### src/design/abr_pkg.sv
// Shared constants, types and helpers for the audio byte ring.
package abr_pkg;

  localparam int RING_DEPTH = 16384;
  localparam int PTR_LIMIT  = 16384;
  localparam int PTR_W      = 14;
  localparam int CAP_W      = 15;
  localparam int CNT_W      = 32;
  localparam int DATA_W     = 8;
  localparam int ADDR_W     = $clog2(RING_DEPTH);
  localparam int EFF_MAX    = (RING_DEPTH < PTR_LIMIT) ? RING_DEPTH : PTR_LIMIT;
  localparam int OUT_TDATA_W = 152;

  localparam logic [CAP_W-1:0] CAP_RESET = CAP_W'(16384);

  typedef enum logic [1:0] {
    ACT_WRITE = 2'd0,
    ACT_READ  = 2'd1,
    ACT_CLEAR = 2'd2
  } action_t;

  typedef struct packed {
    logic             from_ring;
    logic [PTR_W-1:0] used_bytes;
    logic [CNT_W-1:0] overrun_total;
    logic [CNT_W-1:0] underrun_total;
    logic [CNT_W-1:0] write_packets;
    logic [CNT_W-1:0] read_packets;
  } result_t;

  typedef struct packed {
    logic              wr_en;
    logic [ADDR_W-1:0] wr_addr;
    logic [DATA_W-1:0] wr_data;
    logic              rd_en;
    logic [ADDR_W-1:0] rd_addr;
  } ram_req_t;

  function automatic logic [PTR_W-1:0] bump(input logic [PTR_W-1:0] p,
                                            input logic [CAP_W-1:0] cap);
    logic [CAP_W-1:0] n;
    n = {1'b0, p} + CAP_W'(1);
    return (n >= cap) ? '0 : n[PTR_W-1:0];
  endfunction

endpackage

### src/design/abr_ctrl.sv
// Ring pointers, packet flags and counters; one item handled per transfer.
module abr_ctrl (
  input  logic                         clk,
  input  logic                         rst_n,
  input  logic                         cfg_we,
  input  logic [abr_pkg::CAP_W-1:0]    cfg_data,
  input  logic                         accept,
  input  logic [1:0]                   action,
  input  logic [abr_pkg::DATA_W-1:0]   write_data,
  input  logic                         packet_last,
  output abr_pkg::result_t             result,
  output abr_pkg::ram_req_t            ram_req
);

  logic [abr_pkg::CAP_W-1:0] cap_r, cap_nxt;
  logic [abr_pkg::PTR_W-1:0] wp_r, wp_nxt, rp_r, rp_nxt;
  logic [abr_pkg::CNT_W-1:0] ovr_r, ovr_nxt, und_r, und_nxt;
  logic [abr_pkg::CNT_W-1:0] wpk_r, wpk_nxt, rpk_r, rpk_nxt;
  logic wdrop_r, wdrop_nxt, rshort_r, rshort_nxt, rgot_r, rgot_nxt;

  logic [abr_pkg::CAP_W-1:0] cap_eff;
  logic [abr_pkg::PTR_W-1:0] used, used_after;
  logic                      full;
  logic                      from;

  assign cap_eff = (cap_r > abr_pkg::CAP_W'(abr_pkg::EFF_MAX)) ?
                   abr_pkg::CAP_W'(abr_pkg::EFF_MAX) : cap_r;

  always_comb begin
    if (cap_eff == '0) begin
      used = '0;
    end else if (wp_r >= rp_r) begin
      used = wp_r - rp_r;
    end else begin
      used = abr_pkg::PTR_W'(cap_eff - {1'b0, rp_r} + {1'b0, wp_r});
    end
  end

  assign full = ({1'b0, used} + abr_pkg::CAP_W'(1)) >= cap_eff;

  always_comb begin
    cap_nxt    = cap_r;
    wp_nxt     = wp_r;
    rp_nxt     = rp_r;
    ovr_nxt    = ovr_r;
    und_nxt    = und_r;
    wpk_nxt    = wpk_r;
    rpk_nxt    = rpk_r;
    wdrop_nxt  = wdrop_r;
    rshort_nxt = rshort_r;
    rgot_nxt   = rgot_r;
    used_after = used;
    from       = 1'b0;
    ram_req.wr_en   = 1'b0;
    ram_req.wr_addr = abr_pkg::ADDR_W'(wp_r);
    ram_req.wr_data = write_data;
    ram_req.rd_en   = 1'b0;
    ram_req.rd_addr = abr_pkg::ADDR_W'(rp_r);
    if (cfg_we) begin
      cap_nxt    = cfg_data;
      wp_nxt     = '0;
      rp_nxt     = '0;
      wdrop_nxt  = 1'b0;
      rshort_nxt = 1'b0;
      rgot_nxt   = 1'b0;
    end else if (accept) begin
      case (action)
        abr_pkg::ACT_CLEAR: begin
          wp_nxt     = '0;
          rp_nxt     = '0;
          ovr_nxt    = '0;
          und_nxt    = '0;
          wpk_nxt    = '0;
          rpk_nxt    = '0;
          wdrop_nxt  = 1'b0;
          rshort_nxt = 1'b0;
          rgot_nxt   = 1'b0;
          used_after = '0;
        end
        abr_pkg::ACT_WRITE: begin
          if (cap_eff != '0) begin
            if (full) begin
              rp_nxt    = abr_pkg::bump(rp_r, cap_eff);
              wdrop_nxt = 1'b1;
            end else begin
              used_after = used + abr_pkg::PTR_W'(1);
            end
            ram_req.wr_en = 1'b1;
            wp_nxt = abr_pkg::bump(wp_r, cap_eff);
            if (packet_last) begin
              if (wdrop_nxt) begin
                ovr_nxt = ovr_r + abr_pkg::CNT_W'(1);
              end
              wpk_nxt   = wpk_r + abr_pkg::CNT_W'(1);
              wdrop_nxt = 1'b0;
            end
          end
        end
        abr_pkg::ACT_READ: begin
          if (cap_eff != '0) begin
            if (used != '0) begin
              ram_req.rd_en = 1'b1;
              from       = 1'b1;
              rp_nxt     = abr_pkg::bump(rp_r, cap_eff);
              rgot_nxt   = 1'b1;
              used_after = used - abr_pkg::PTR_W'(1);
            end else begin
              rshort_nxt = 1'b1;
            end
            if (packet_last) begin
              if (rshort_nxt) begin
                und_nxt = und_r + abr_pkg::CNT_W'(1);
              end
              if (rgot_nxt) begin
                rpk_nxt = rpk_r + abr_pkg::CNT_W'(1);
              end
              rshort_nxt = 1'b0;
              rgot_nxt   = 1'b0;
            end
          end
        end
        default: begin
        end
      endcase
    end
  end

  always_comb begin
    result.from_ring      = from;
    result.used_bytes     = used_after;
    result.overrun_total  = ovr_nxt;
    result.underrun_total = und_nxt;
    result.write_packets  = wpk_nxt;
    result.read_packets   = rpk_nxt;
  end

  always_ff @(posedge clk) begin
    if (!rst_n) begin
      cap_r    <= abr_pkg::CAP_RESET;
      wp_r     <= '0;
      rp_r     <= '0;
      ovr_r    <= '0;
      und_r    <= '0;
      wpk_r    <= '0;
      rpk_r    <= '0;
      wdrop_r  <= 1'b0;
      rshort_r <= 1'b0;
      rgot_r   <= 1'b0;
    end else begin
      cap_r    <= cap_nxt;
      wp_r     <= wp_nxt;
      rp_r     <= rp_nxt;
      ovr_r    <= ovr_nxt;
      und_r    <= und_nxt;
      wpk_r    <= wpk_nxt;
      rpk_r    <= rpk_nxt;
      wdrop_r  <= wdrop_nxt;
      rshort_r <= rshort_nxt;
      rgot_r   <= rgot_nxt;
    end
  end

`ifndef SYNTHESIS
  a_ptr_range: assert property (@(posedge clk) disable iff (!rst_n)
    (cap_eff == '0) || ({1'b0, wp_r} < cap_eff && {1'b0, rp_r} < cap_eff))
    else $error("ring pointer beyond capacity");

  a_clear: assert property (@(posedge clk) disable iff (!rst_n)
    (accept && !cfg_we && action == abr_pkg::ACT_CLEAR) |=>
      (ovr_r == '0 && und_r == '0 && wpk_r == '0 && rpk_r == '0 && wp_r == rp_r))
    else $error("clear left state behind");
`endif

endmodule

### config.mk
export PLATFORM = sky130hd
export DESIGN_NAME = abr_ctrl
export DESIGN_NICKNAME = d
export VERILOG_FILES = /design/src/design/abr_pkg.sv /design/src/design/abr_ctrl.sv
export SDC_FILE = /design/constraint.sdc
export NUM_CORES = 1
export LEC_CHECK = 0
export BUFFER_PORTS_ARGS = -buffer_cell sky130_fd_sc_hd__buf_2
export CELL_PAD_IN_SITES_DETAIL_PLACEMENT = 2
export CELL_PAD_IN_SITES_GLOBAL_PLACEMENT = 2
export CORE_MARGIN = 5
export CORE_UTILIZATION = 36
export CTS_CLUSTER_DIAMETER = 50
export DETAILED_ROUTE_END_ITERATION = 6
export GPL_TIMING_DRIVEN = 1
export PLACE_DENSITY_LB_ADDON = 0.1
export SLEW_MARGIN = 20
export SYNTH_ARGS = -nofsm -noshare
export SYNTH_HDL_FRONTEND = slang
export SYNTH_SLANG_ARGS = --single-unit
### constraint.sdc
create_clock -name clk -period 17.8 [get_ports clk]
set_input_delay 1.78 -clock clk [delete_from_list [all_inputs] [get_ports clk]]
set_output_delay 1.78 -clock clk [all_outputs]
set_load 0.05 [all_outputs]
==> flow_summary.ini <==
[clock_tree]
cts-root-buf = clkbuf_16
cts_sinks = 174
hold_buffers = 0
clockBufferDepth = 2
cts_tree = yes
numCtsBuffers = 17
cts_setup_buffers = 0
cts_resized = 0
htree_levels = 4
clock_latency_ns = 0.50
clk_pin_slew_ns = 0.07

[placed_design]
port_buffers = 194
dpl_cell_area_sq_um = 16500
dpl.hpwl_mm = 50.5
gp_congestion = 0.912

[floorplanning]
die_h_um = 215
io_pins = 211
core_sq_um = 41900
initial_utilization_pct = 36.2
rows = 75
dieWidth_um = 215
die_area_sq_um = 46300

[setup_path]
path_class = reg -> out
crit_fanout = 22
crit_arrival_ns = 8.48
critPathLaunchType = flop
end_kind = output pin
crit_required_ns = 16.02

[yosys]
synth_area_per_cell_sq_um = 7.28
synth-edff-count = 0
synthArstFlopShare_pct = 0
synth_cell_type_count = 95
yosys_warnings = 0
ys_ff_latch = 174
netlist_area_sq_um = 15200
seq_area_frac_synth_pct = 23.0
synth_flop_cell = dfxtp_1
yosysTopAreaCell = dfxtp_1
netlist_instances = 2084
synth_nets = 2213
synth.area.top_cells = dfxtp_1, ha_1, nand2_1, o21ai_0, a21oi_1
synth_top_area_share_pct = 23.0

[timing]
setup_viol = 0
tns_ns = 0
fin_crit_sh_pct = 57.6
finalHoldViolCount = 0
rsz0062_at_grt = no
max_slew.worst_pin.slew_ns = 1.05
slew_headroom_pct = 28.2
whs_ns = 0.480
period_needed_ns = 10.26
fmax_mhz = 97.5
finalClockSkew_ns = 0.0162
slew_violations = 0

[grt]
antenna_found_initial = 2
grt_pass1_vias = 17700
grt_usage_pct = 28.3
grt_max_degree = 89
grt_first_pass_wirelength_mm = 105
gr-total-overflow = 0

[routing]
viasPerCell = 6.17
post-route-drc-count = 0
drt_iter0_markers = 1072
wire_per_inst_um = 24.6
routed_wl_mm = 67.5
vias = 16900
final_antenna_net_count = 0
drt_pre_antenna_iters = 5

[job]
maxCapViolCount = 0

[finish]
final_common_cell = nand2_1
n_fill_cell = 5039
most-common-layout-cells = nand2_1, buf_2, o21ai_0
drive_above_1_share_pct = 13.7
fin_area_sq_um = 17100
synthToLayoutAreaGrowth_pct = 12.5
finalNetCount = 2315

[min_path]
hold_path_class = reg -> reg

[pwr]
p_leak_nw = 7.05
p_per_area_nw_per_um2 = 60.4
ir_drop_v = 0.0000750

[run_status]
status = finished clean
[power breakdown]
part | internal (W) | leakage, nW | switching [W]
clock network | 0.000207 | 0.262 | 0.000192
logic | 0.0000662 | 5.39 | 0.000170
registers | 0.000391 | 1.40 | 0.00000376
total | 0.000664 | 7.05 | 0.000365
[per-layer routing]
metal,up-vias,wire (um),track usage [%]
met3,83,2920,4.74
met1,8589,31000,37.4
met5,-,7,0
li1,7847,-,-
met4,2,1580,8.45
met2,381,32000,47.4
[cells by family after synthesis]
family | count (synthesis) | share of synthesized area [%]
flip-flops | 174 | 23.0
buffers and inverters | 236 | 6.41
AND/OR/NAND/NOR | 853 | 29.1
AO/OA/AOI/OAI | 611 | 25.6
XOR/XNOR | 58 | 3.35
adder cells (fa/ha/maj) | 99 | 8.86
multiplexers | 53 | 3.74
[worst max-delay path: stages, from the launching register on]
cell and delay [ns]:
dfxtp_1 0.48, ha_1 0.24, inv_1 0.07, fa_1 0.43, a21o_1 0.23, a221oi_2 0.45
or4_1 0.37, nand2_2 0.41, a21oi_1 0.46, nand2_1 0.15, inv_1 0.14, ha_1 0.22
nor4b_2 0.44, nand3_1 0.29, nor3_2 0.42, nand3_1 0.17, xor2_1 0.18, ha_1 0.31
nand4_1 0.12, nor2_1 0.15, o21ai_0 0.17, a31oi_1 0.27, buf_4 0.24, and4_1 0.27
nand3_1 0.34, or3b_2 0.58, nand2_1 0.09, buf_2 0.26
[final cells by class]
type / count / area (sq um) / share of cell area [%]
multi-input combinational: 1674 / 10800 / 63.1
inverter: 95 / 357 / 2.09
clock buffer: 19 / 433 / 2.54
clock inverter: 12 / 138 / 0.807
timing repair buffer: 224 / 1200 / 7.03
antenna: 2 / 5.00 / 0.0293
sequential: 174 / 3480 / 20.4
tap: 539 / 674 / 3.95
[Yosys cell counts, types with 7 or more instances]
library cell and n:
or3_1 38, nand4_1 59, o211ai_1 18, o31ai_1 54, o22ai_1 7, nor3_1 43, xor2_1 13, nand2_1 239
mux2_2 7, fa_1 14, a41oi_1 11, buf_1 12, ha_1 85, nand3_1 110, or4_1 7, nor2_1 114
o21ai_0 179, buf_2 14, o21a_1 11, a21o_1 26, dfxtp_1 174, and3_1 51, a31oi_1 63, and4_1 15
buf_4 12, nand2b_1 8, xnor2_1 45, and2_1 88, or2_2 10, a21oi_1 134, inv_1 94, nor2b_1 24
nor4_1 20, mux2i_1 43, clkbuf_1 99
[final timing paths]
kind / from / endpoint / slack (ns) / cells after the start
setup / recovery: rp_r[0] / result[113] / 7.54 / 27
hold / removal: rp_r[13] / rp_r[13] / 0.48 / 2
setup reg to reg: rp_r[0] / rp_r[6] / 9.88 / 27
hold reg to reg: rp_r[13] / rp_r[13] / 0.48 / 2
[sequential cells by signal, summed over array words and instances (netlist names)]
| register | count |
|---|---|
| ovr_r | 32 |
| cap_r | 15 |
| rgot_r | 1 |
| wp_r | 14 |
| wpk_r | 32 |
| und_r | 32 |
| rp_r | 14 |
| wdrop_r | 1 |
| rshort_r | 1 |
| rpk_r | 32 |
[metrics by stage]
stage / util [%] / std cells / worst slack [ns] / power, W
after CTS: 40.7 / 2737 / 7.52 / 0.00104
after global routing: 40.8 / 2738 / 6.98 / 0.00107
after floorplan: - / 2084 / 8.94 / 0.000563
after global placement: 39.4 / 2706 / 8.64 / 0.000629
after detailed placement: 39.4 / 2706 / 8.11 / 0.000637
final: 40.8 / 2739 / 7.54 / 0.00103
Note: power is estimated with default switching activity, not from simulation.
