--- src/design/abr_pkg.sv ---
// Shared constants, types and helpers for the audio byte ring.
package abr_pkg;

  localparam int RING_DEPTH = 16384;
  localparam int PTR_LIMIT  = 16384;
  localparam int PTR_W      = 14;
  localparam int CAP_W      = 15;
  localparam int CNT_W      = 32;
  localparam int DATA_W     = 8;
  localparam int ADDR_W     = $clog2(RING_DEPTH);
  localparam int EFF_MAX    = (RING_DEPTH < PTR_LIMIT) ? RING_DEPTH : PTR_LIMIT;
  localparam int OUT_TDATA_W = 152;

  localparam logic [CAP_W-1:0] CAP_RESET = CAP_W'(16384);

  typedef enum logic [1:0] {
    ACT_WRITE = 2'd0,
    ACT_READ  = 2'd1,
    ACT_CLEAR = 2'd2
  } action_t;

  typedef struct packed {
    logic             from_ring;
    logic [PTR_W-1:0] used_bytes;
    logic [CNT_W-1:0] overrun_total;
    logic [CNT_W-1:0] underrun_total;
    logic [CNT_W-1:0] write_packets;
    logic [CNT_W-1:0] read_packets;
  } result_t;

  typedef struct packed {
    logic              wr_en;
    logic [ADDR_W-1:0] wr_addr;
    logic [DATA_W-1:0] wr_data;
    logic              rd_en;
    logic [ADDR_W-1:0] rd_addr;
  } ram_req_t;

  function automatic logic [PTR_W-1:0] bump(input logic [PTR_W-1:0] p,
                                            input logic [CAP_W-1:0] cap);
    logic [CAP_W-1:0] n;
    n = {1'b0, p} + CAP_W'(1);
    return (n >= cap) ? '0 : n[PTR_W-1:0];
  endfunction

endpackage

--- src/design/abr_pipe.sv ---
// Result stage holding the RAM read data, plus output register.
module abr_pipe (
  input  logic                               clk,
  input  logic                               rst_n,
  input  logic                               load,
  input  abr_pkg::result_t                   result,
  input  logic [abr_pkg::DATA_W-1:0]         ram_q,
  output logic                               load_ready,
  output logic                               out_tvalid,
  input  logic                               out_tready,
  output logic [abr_pkg::OUT_TDATA_W-1:0]    out_tdata,
  output logic                               out_tuser
);

  abr_pkg::result_t          s1_res_r, out_res_r;
  logic [abr_pkg::DATA_W-1:0] out_data_r, s1_data;
  logic s1_v_r, s1_v_nxt, out_v_r, out_v_nxt;
  logic s1_adv;

  assign s1_adv     = s1_v_r && (!out_v_r || out_tready);
  assign load_ready = !s1_v_r || s1_adv;
  assign s1_data    = s1_res_r.from_ring ? ram_q : '0;

  always_comb begin
    s1_v_nxt = s1_v_r;
    if (load) begin
      s1_v_nxt = 1'b1;
    end else if (s1_adv) begin
      s1_v_nxt = 1'b0;
    end
    out_v_nxt = out_v_r;
    if (s1_adv) begin
      out_v_nxt = 1'b1;
    end else if (out_tready) begin
      out_v_nxt = 1'b0;
    end
  end

  always_ff @(posedge clk) begin
    if (!rst_n) begin
      s1_v_r  <= 1'b0;
      out_v_r <= 1'b0;
    end else begin
      s1_v_r  <= s1_v_nxt;
      out_v_r <= out_v_nxt;
    end
  end

  always_ff @(posedge clk) begin
    if (load) begin
      s1_res_r <= result;
    end
    if (s1_adv) begin
      out_res_r  <= s1_res_r;
      out_data_r <= s1_data;
    end
  end

  assign out_tvalid = out_v_r;
  assign out_tuser  = out_res_r.from_ring;
  assign out_tdata  = {2'b00,
                       out_res_r.read_packets,
                       out_res_r.write_packets,
                       out_res_r.underrun_total,
                       out_res_r.overrun_total,
                       out_res_r.used_bytes,
                       out_data_r};

`ifndef SYNTHESIS
  a_s1_hold: assert property (@(posedge clk) disable iff (!rst_n)
    (s1_v_r && !s1_adv) |=> (s1_v_r && $stable(s1_res_r)))
    else $error("stalled result stage changed");

  a_no_overwrite: assert property (@(posedge clk) disable iff (!rst_n)
    load |-> (!s1_v_r || s1_adv))
    else $error("result stage loaded while full");
`endif

endmodule

--- config.mk ---
export PLATFORM = sky130hd
export DESIGN_NAME = abr_pipe
export DESIGN_NICKNAME = d
export VERILOG_FILES = /design/src/design/abr_pkg.sv /design/src/design/abr_pipe.sv
export SDC_FILE = /design/constraint.sdc
export NUM_CORES = 1
export LEC_CHECK = 0
export ABC_AREA = 1
export BUFFER_PORTS_ARGS = -buffer_cell sky130_fd_sc_hd__clkbuf_2
export CAP_MARGIN = 20
export CORE_MARGIN = 2
export CORE_UTILIZATION = 44
export CTS_CLUSTER_DIAMETER = 150
export DETAILED_ROUTE_END_ITERATION = 8
export HOLD_SLACK_MARGIN = 0.05
export PLACE_DENSITY = 0.83
export SLEW_MARGIN = 15
export SYNTH_ARGS = -nofsm -noshare
export SYNTH_HDL_FRONTEND = slang
export SYNTH_SLANG_ARGS = --single-unit
--- constraint.sdc ---
create_clock -name clk -period 9.95 [get_ports clk]
set_input_delay 0.995 -clock clk [delete_from_list [all_inputs] [get_ports clk]]
set_output_delay 0.995 -clock clk [all_outputs]
set_load 0.05 [all_outputs]
==> impl_metrics.env, run 1 <==
export IMPL_outcome="completed"
export IMPL_maxSlewViolCount=0
export IMPL_ioPinCount=310
export IMPL_final_cell_mix="clkbuf_2 (306), edfxtp_1 (294), clkbuf_16 (29)"
export IMPL_grt_pass1_vias=4326
export IMPL_path_class="primary input to register"
export IMPL_grt_max_degree=77
export IMPL_drv_cap=0
export IMPL_area_growth_syn_to_layout_pct=31.8
export IMPL_worst_pin_slew_ns=0.972
export IMPL_vias=4235
export IMPL_overflow=0
export IMPL_switching_share_pct=21.7
export IMPL_post_cts_buffers=0
export IMPL_total_power_uw=2770
export IMPL_clock_latency_ns=0.53
export IMPL_grt_pass1_wl_um=23600
export IMPL_required_ns=10.10
export IMPL_synth_avg_cell_area_um2=27.7
export IMPL_drc=0
export IMPL_die_w_um=147
export IMPL_final_setup_skew_ns=0.0126
export IMPL_ys_top_cells_by_area="edfxtp_1 (98%), inv_1 (0.50%), dfxtp_1 (0.45%)"
export IMPL_syn_inst=325
export IMPL_post_cts_resized=0
export IMPL_relSlewSlack_pct=35.2
export IMPL_finalWeightedCongestion=0.773
export IMPL_grt_usage_pct=14.4
export IMPL_dieArea_um2=21600
export IMPL_drive_above_1_share_pct=51.0
export IMPL_via_per_inst=4.43
export IMPL_cpMostUsedCell="buf_4"
export IMPL_cp_max_fo=76
export IMPL_synth_top_area_cell="edfxtp_1"
export IMPL_drt_pass1_iter_count=4
export IMPL_cts_buffer_depth=3
export IMPL_place_hpwl_um=11200
export IMPL_fin_crit_sh_pct=27.9
export IMPL_crit_chain="clkbuf_2 > inv_1 > a21oi_4 > buf_4 > buf_4"
export IMPL_cts_buffers=29
export IMPL_post_route_util_pct=58.8
export IMPL_hold_buffers=0
export IMPL_start_util_pct=44.6
export IMPL_power_internal_uw=2170
export IMPL_rsz0062_at_grt="no"
export IMPL_hold_violations=0
export IMPL_cp_end_kind="register"
export IMPL_antenna_found_initial=1
export IMPL_finalSetupViolations=0
export IMPL_min_path_type="register to register"
export IMPL_drt_iter0_drc=200
export IMPL_synth_distinct_cells=9
export IMPL_synth_yosys_seq_area_share_pct=98.6
export IMPL_postRouteWirelength_um=16200
export IMPL_layout_nets=819
export IMPL_clk_pin_slew_ns=0.06
export IMPL_numPortBuffers=307
export IMPL_post_drt_wl_per_cell_um=17.0
export IMPL_rows=52
export IMPL_total_leakage_power_uw=0.00470
export IMPL_netlist_area_um2=8990
export IMPL_yosys_register_bits=296
export IMPL_final_common_cell="clkbuf_2"
export IMPL_combPwrFrac_pct=7.3
export IMPL_critPathLaunchType="primary input"
export IMPL_root_buffer="clkbuf_16"
export IMPL_crit_path_top_delay_cell="buf_4"
export IMPL_fill_cells=1487
export IMPL_p_per_area_nw_per_um2=234
export IMPL_fin_cells=957
export IMPL_p_sw_uw=602
export IMPL_critPathMaxStageDelay_ns=0.83
export IMPL_period_minus_slack_ns=2.77
export IMPL_die_h_um=147
export IMPL_h_tree_depth=1
export IMPL_cts_tree="yes"
export IMPL_ys_warn_count=0
export IMPL_ir_drop_mv=0.178
export IMPL_fmax_mhz=360
export IMPL_clock_sinks=296
export IMPL_clkPwrFrac_pct=38.8
export IMPL_crit_arrival_ns=2.92
export IMPL_p_seq_share_pct=53.8
export IMPL_tns_ns=0
export IMPL_coreArea_um2=20200
export IMPL_synth_top_area_share_pct=98.2
export IMPL_ant_nets=0
export IMPL_dpl_cell_count=903
==> cells by family (layout without fill, tap and decap cells) <==
logic type	after synthesis	count (layout)	synth area share [%]
flops	296	296	98.6
buf+inv	15	375	0.723
simple gates	10	10	0.431
compound gates	3	3	0.167
other cells	1	3	0.0417
==> power by group through the flow <==
stage	combinational, µW	sequential [µW]	clock [µW]
2_1_floorplan	15.0	1630	0
3_3_place_gp	202	1510	0
3_5_place_dp	205	1520	0
4_1_cts	205	1490	1100
5_1_grt	212	1500	1150
6_report	202	1490	1080
==> flip-flops by register name (all words and copies together) (netlist names) <==
| signal | flops |
|---|---|
| out_tuser | 1 |
| s1_v_r | 1 |
| out_tdata | 142 |
| s1_res_r | 143 |
| out_tvalid | 1 |
| out_data_r | 8 |
==> Yosys cell counts <==
| library cell | instances |
|---|---|
| a21oi_1 | 3 |
| inv_1 | 12 |
| dfxtp_1 | 2 |
| conb_1 | 1 |
| nand2_1 | 9 |
| edfxtp_1 | 294 |
| nand3_1 | 1 |
| buf_4 | 2 |
| buf_2 | 1 |
==> per-stage QoR <==
step                      hold slack [ns]  setup slack [ns]  cell area, µm²
final                               0.411              7.18           11900
after detailed placement            0.405              6.57           10900
after global routing                0.422              6.98           11900
after global placement              0.400              6.65           10900
after floorplan                     0.400             0.950            8990
after CTS                           0.412              7.14           11800
==> layout make-up <==
| class | instances | area, µm² | share of cell area, % |
|---|---|---|---|
| clock inverter | 10 | 121 | 1.02 |
| timing repair buffer | 310 | 1570 | 13.2 |
| tap | 270 | 338 | 2.85 |
| sequential | 296 | 8870 | 74.8 |
| inverter | 12 | 45.0 | 0.380 |
| antenna | 1 | 2.50 | 0.0211 |
| multi-input combinational | 15 | 72.6 | 0.612 |
| clock buffer | 43 | 838 | 7.07 |
==> worst max-delay path, delay by kind of cell <==
| family | cells | cell delay [ns] |
|---|---|---|
| buffers and inverters | 4 | 1.71 |
| AO/OA/AOI/OAI | 1 | 0.12 |
==> path summary, 6_finish.rpt <==
kind	end	start	depth (start not counted)	slack [ns]
max	out_tdata[113]	out_tready	5	7.18
max reg2reg	out_tdata[113]	s1_v_r	4	7.39
min	out_tdata[19]	s1_res_r[139]	0	0.41
min reg2reg	out_tdata[19]	s1_res_r[139]	0	0.41
==> layer usage <==
metal  share of wire (%)  track usage [%]  up-vias
li1                    -                -     1967
met3                 9.3             5.50       54
met4                 4.9             6.83        0
met2                  49             24.2      222
met5                   0                0        -
met1                  36             16.5     1992
No activity file was read; power rests on OpenSTA's default activity.
==> run 2: changes to the inputs <==
PLACE_DENSITY = 0.85   (was 0.83)
clock period = 2.55 ns   (was 9.95 ns; I/O delays follow)
==> impl_metrics.env, run 2 (synthesis results as in run 1) <==
export IMPL_hold_slack_ns=0.108
export IMPL_via_per_inst=4.46
export IMPL_post_route_util_pct=66.4
export IMPL_final_setup_skew_ns=0.0108
export IMPL_numPortBuffers=307
export IMPL_cts_buffer_depth=3
export IMPL_p_per_area_nw_per_um2=810
export IMPL_overflow=0
export IMPL_grt_pass1_vias=5352
export IMPL_fin_crit_sh_pct=59.7
export IMPL_coreArea_um2=20200
export IMPL_place_hpwl_um=11200
export IMPL_grt_max_degree=83
export IMPL_grt_usage_pct=17.4
export IMPL_total_power_uw=10800
export IMPL_h_tree_depth=1
export IMPL_finalSetupViolations=0
export IMPL_fmax_mhz=657
export IMPL_drc=0
export IMPL_post_drt_wl_per_cell_um=17.3
export IMPL_drt_iter0_drc=245
export IMPL_min_path_type="primary input to register"
export IMPL_r2r_setup_slack_ns=1.10
export IMPL_clk_pin_slew_ns=0.06
export IMPL_met3_usage_pct=5.09
export IMPL_final_common_cell="clkbuf_2"
export IMPL_use_met1_pct=19.2
export IMPL_vias=4954
export IMPL_ir_drop_mv=0.899
export IMPL_total_leakage_power_uw=0.00534
export IMPL_final_cell_mix="clkbuf_2 (306), edfxtp_1 (294), dlygate4sd3_1 (153)"
export IMPL_dieArea_um2=21600
export IMPL_layout_nets=973
export IMPL_root_buffer="clkbuf_16"
export IMPL_hold_violations=0
export IMPL_drt_pass1_iter_count=4
export IMPL_required_ns=2.30
export IMPL_cts_tree="yes"
export IMPL_top_usage_layer="met2"
export IMPL_drv_cap=0
export IMPL_top_register="s1_res_r"
export IMPL_postRouteWirelength_um=19200
export IMPL_ioPinCount=310
export IMPL_area_growth_syn_to_layout_pct=49.0
export IMPL_pre_cts_ws_ns=1.08
export IMPL_crit_arrival_ns=1.27
export IMPL_grt_pass1_wl_um=28800
export IMPL_clock_latency_ns=0.52
export IMPL_cp_max_fo=4
export IMPL_maxSlewViolCount=0
export IMPL_cts_buffers=28
export IMPL_die_w_um=147
export IMPL_antenna_found_initial=2
export IMPL_ant_nets=0
export IMPL_clock_sinks=296
export IMPL_critPathLaunchType="register"
export IMPL_largest_reg_flops=143
export IMPL_period_minus_slack_ns=1.52
export IMPL_post_cts_resized=0
export IMPL_outcome="completed"
export IMPL_path_class="register to output port"
export IMPL_setup_ws_ns=1.03
export IMPL_finalWeightedCongestion=0.773
export IMPL_drive_above_1_share_pct=42.0
export IMPL_cp_end_kind="output port"
export IMPL_die_h_um=147
export IMPL_start_util_pct=44.6
export IMPL_rows=52
export IMPL_rsz0062_at_grt="no"
export IMPL_grt_use_met2_pct=32.3
[run 2: cell count changes in the layout (fill, tap and decap cells not counted), sizes merged]
cell,change
buf,+2
clkbuf,-8
clkinv,+5
clkinvlp,+2
diode,+1
dlygate4sd3,+153
inv,-1
[run 2: cell type report]
type	instances	area [µm²]
tap	270	338
timing repair buffer	465	3160
clock buffer	35	748
sequential	296	8870
inverter	12	45.0
clock inverter	16	151
fill	1292	6780
multi-input combinational	15	72.6
antenna	2	5.00
[run 2: power by group]
| group | leakage (µW) | internal, µW | switching [µW] |
|---|---|---|---|
| Combinational | 0.00207 | 330 | 678 |
| Clock | 0.000434 | 2370 | 1640 |
| Sequential | 0.00283 | 5730 | 93.8 |
[run 2: path summary, 6_finish.rpt]
path,start,endpoint,depth (start not counted)
setup / recovery,out_tvalid,load_ready,2
hold reg to reg,s1_res_r[2],out_tdata[120],0
setup reg to reg,s1_v_r,out_tdata[104],3
hold / removal,out_tready,s1_v_r,4
[run 2: routing by layer]
layer	vias to the layer above	part of all wire, %	wire length (µm)
met5	-	0	0
met4	0	3.3	637
met3	50	7.9	1520
met2	257	54	10300
met1	2370	35	6750
li1	2277	-	-
[run 2: worst max-delay path, stage by stage, from the launching register on]
cell	delay (ns)
dfxtp_4	0.36
nand3_1	0.10
clkbuf_2	0.28
[run 2: timing repair]
action / in CTS / in global routing
hold endpoints to repair: 153 / 0
hold buffers: 153 / 0
buffers inserted: 0 / 0
[run 2: per-stage QoR]
| stage | area [µm²] | instances | setup TNS (ns) |
|---|---|---|---|
| 2_1_floorplan | 9010 | 326 | -128.23 |
| 3_3_place_gp | 11000 | 905 | 0 |
| 3_5_place_dp | 11000 | 905 | 0 |
| 4_1_cts | 13400 | 1109 | 0 |
| 5_1_grt | 13400 | 1110 | 0 |
| 6_report | 13400 | 1111 | 0 |
==> run 3: changes to the inputs <==
PLACE_DENSITY = 0.83   (was 0.85)
clock period = 1.45 ns   (was 2.55 ns; I/O delays follow)
==> impl_metrics.env, run 3 (synthesis results as in run 1) <==
export IMPL_fin_crit_sh_pct=98.3
export IMPL_root_buffer="clkbuf_16"
export IMPL_numPortBuffers=307
export IMPL_rows=52
export IMPL_fmax_mhz=702
export IMPL_grt_pass1_vias=5336
export IMPL_grt_max_degree=36
export IMPL_final_common_cell="clkbuf_2"
export IMPL_total_leakage_power_uw=0.00540
export IMPL_drc=0
export IMPL_design_area_um2=13500
export IMPL_path_class="primary input to output port"
export IMPL_die_h_um=147
export IMPL_ant_nets=0
export IMPL_dpl_cell_count=915
export IMPL_grt_pass1_wl_um=29800
export IMPL_overflow=0
export IMPL_tns_ns=0
export IMPL_clock_latency_ns=0.52
export IMPL_placed_area_um2=11100
export IMPL_cp_end_kind="output port"
export IMPL_finalSetupViolations=0
export IMPL_ioPinCount=310
export IMPL_hold_slack_ns=0.118
export IMPL_coreArea_um2=20200
export IMPL_top_register="s1_res_r"
export IMPL_start_util_pct=44.6
export IMPL_dieArea_um2=21600
export IMPL_finalWeightedCongestion=0.814
export IMPL_cp_max_fo=3
export IMPL_cts_buffers=29
export IMPL_period_minus_slack_ns=1.42
export IMPL_die_w_um=147
export IMPL_maxSlewViolCount=0
export IMPL_area_growth_syn_to_layout_pct=50.3
export IMPL_outcome="completed"
export IMPL_r2r_setup_slack_ns=0.11
export IMPL_largest_reg_flops=143
export IMPL_required_ns=1.31
export IMPL_via_per_inst=4.45
export IMPL_grt_usage_pct=18.3
export IMPL_post_cts_buffers=0
export IMPL_total_power_uw=19000
export IMPL_drv_cap=0
export IMPL_final_cell_mix="clkbuf_2 (305), edfxtp_1 (294), dlygate4sd3_1 (154)"
export IMPL_drive_above_1_share_pct=42.8
export IMPL_h_tree_depth=1
export IMPL_clk_pin_slew_ns=0.06
export IMPL_antenna_found_initial=1
export IMPL_post_drt_wl_per_cell_um=18.0
export IMPL_final_setup_skew_ns=0.0107
export IMPL_clock_sinks=296
export IMPL_cts_tree="yes"
export IMPL_postRouteWirelength_um=20200
export IMPL_p_per_area_nw_per_um2=1410
export IMPL_vias=4986
export IMPL_drt_iter0_drc=147
export IMPL_layout_nets=986
export IMPL_min_path_type="primary input to register"
export IMPL_crit_arrival_ns=1.28
export IMPL_critPathLaunchType="primary input"
export IMPL_cts_buffer_depth=3
export IMPL_fin_cells=1121
export IMPL_drt_pass1_iter_count=4
export IMPL_ir_drop_mv=1.21
export IMPL_place_hpwl_um=11400
export IMPL_hold_violations=0
-- run 3: per-stage QoR --
step	setup WS, ns	util (%)
global route	-0.00227	67.0
detailed placement	0.142	54.9
floorplan	-1.95	-
finish	0.0251	67.0
global placement	0.169	54.9
CTS	0.00855	67.0
-- run 3: worst max-delay path, cell delays in order --
cell and delay (ns):
dlygate4sd3_1 0.54, clkbuf_2 0.11, inv_1 0.12, nand3_1 0.13, clkbuf_4 0.23
-- run 3: final cells by class --
class | count | area (µm²)
diodes | 1 | 2.50
fillers | 1261 | 6660
clock inverters | 15 | 128
flip-flops and latches | 296 | 8870
multi-input cells | 15 | 72.6
inverters | 12 | 45.0
repair buffers | 477 | 3310
clock buffers | 35 | 748
well taps | 270 | 338
-- run 3: where the power goes --
part	switching (µW)	internal, µW	total (µW)
registers	174	10100	10300
logic	1210	619	1830
clock network	2950	4000	6950
-- run 3: path summary, 6_finish.rpt --
kind,from,endpoint,depth (start not counted)
worst max-delay path,out_tready,load_ready,5
worst min register to register,s1_res_r[85],out_tdata[75],0
worst min-delay path,load,s1_res_r[116],2
worst max register to register,s1_v_r,out_tdata[120],4
-- run 3: per-layer routing --
layer | routed length, µm | GRT usage (%)
met1 | 7340 | 20.9
met4 | 739 | 6.63
met2 | 10500 | 32.7
met3 | 1600 | 5.62
met5 | 0 | 0
-- run 3: timing repair --
item | 4_1_cts | 5_1_grt
endpoints found under the setup margin | 0 | 1
resized for setup | 0 | 2
hold buffers | 155 | 0
endpoints found under the hold margin | 178 | 0
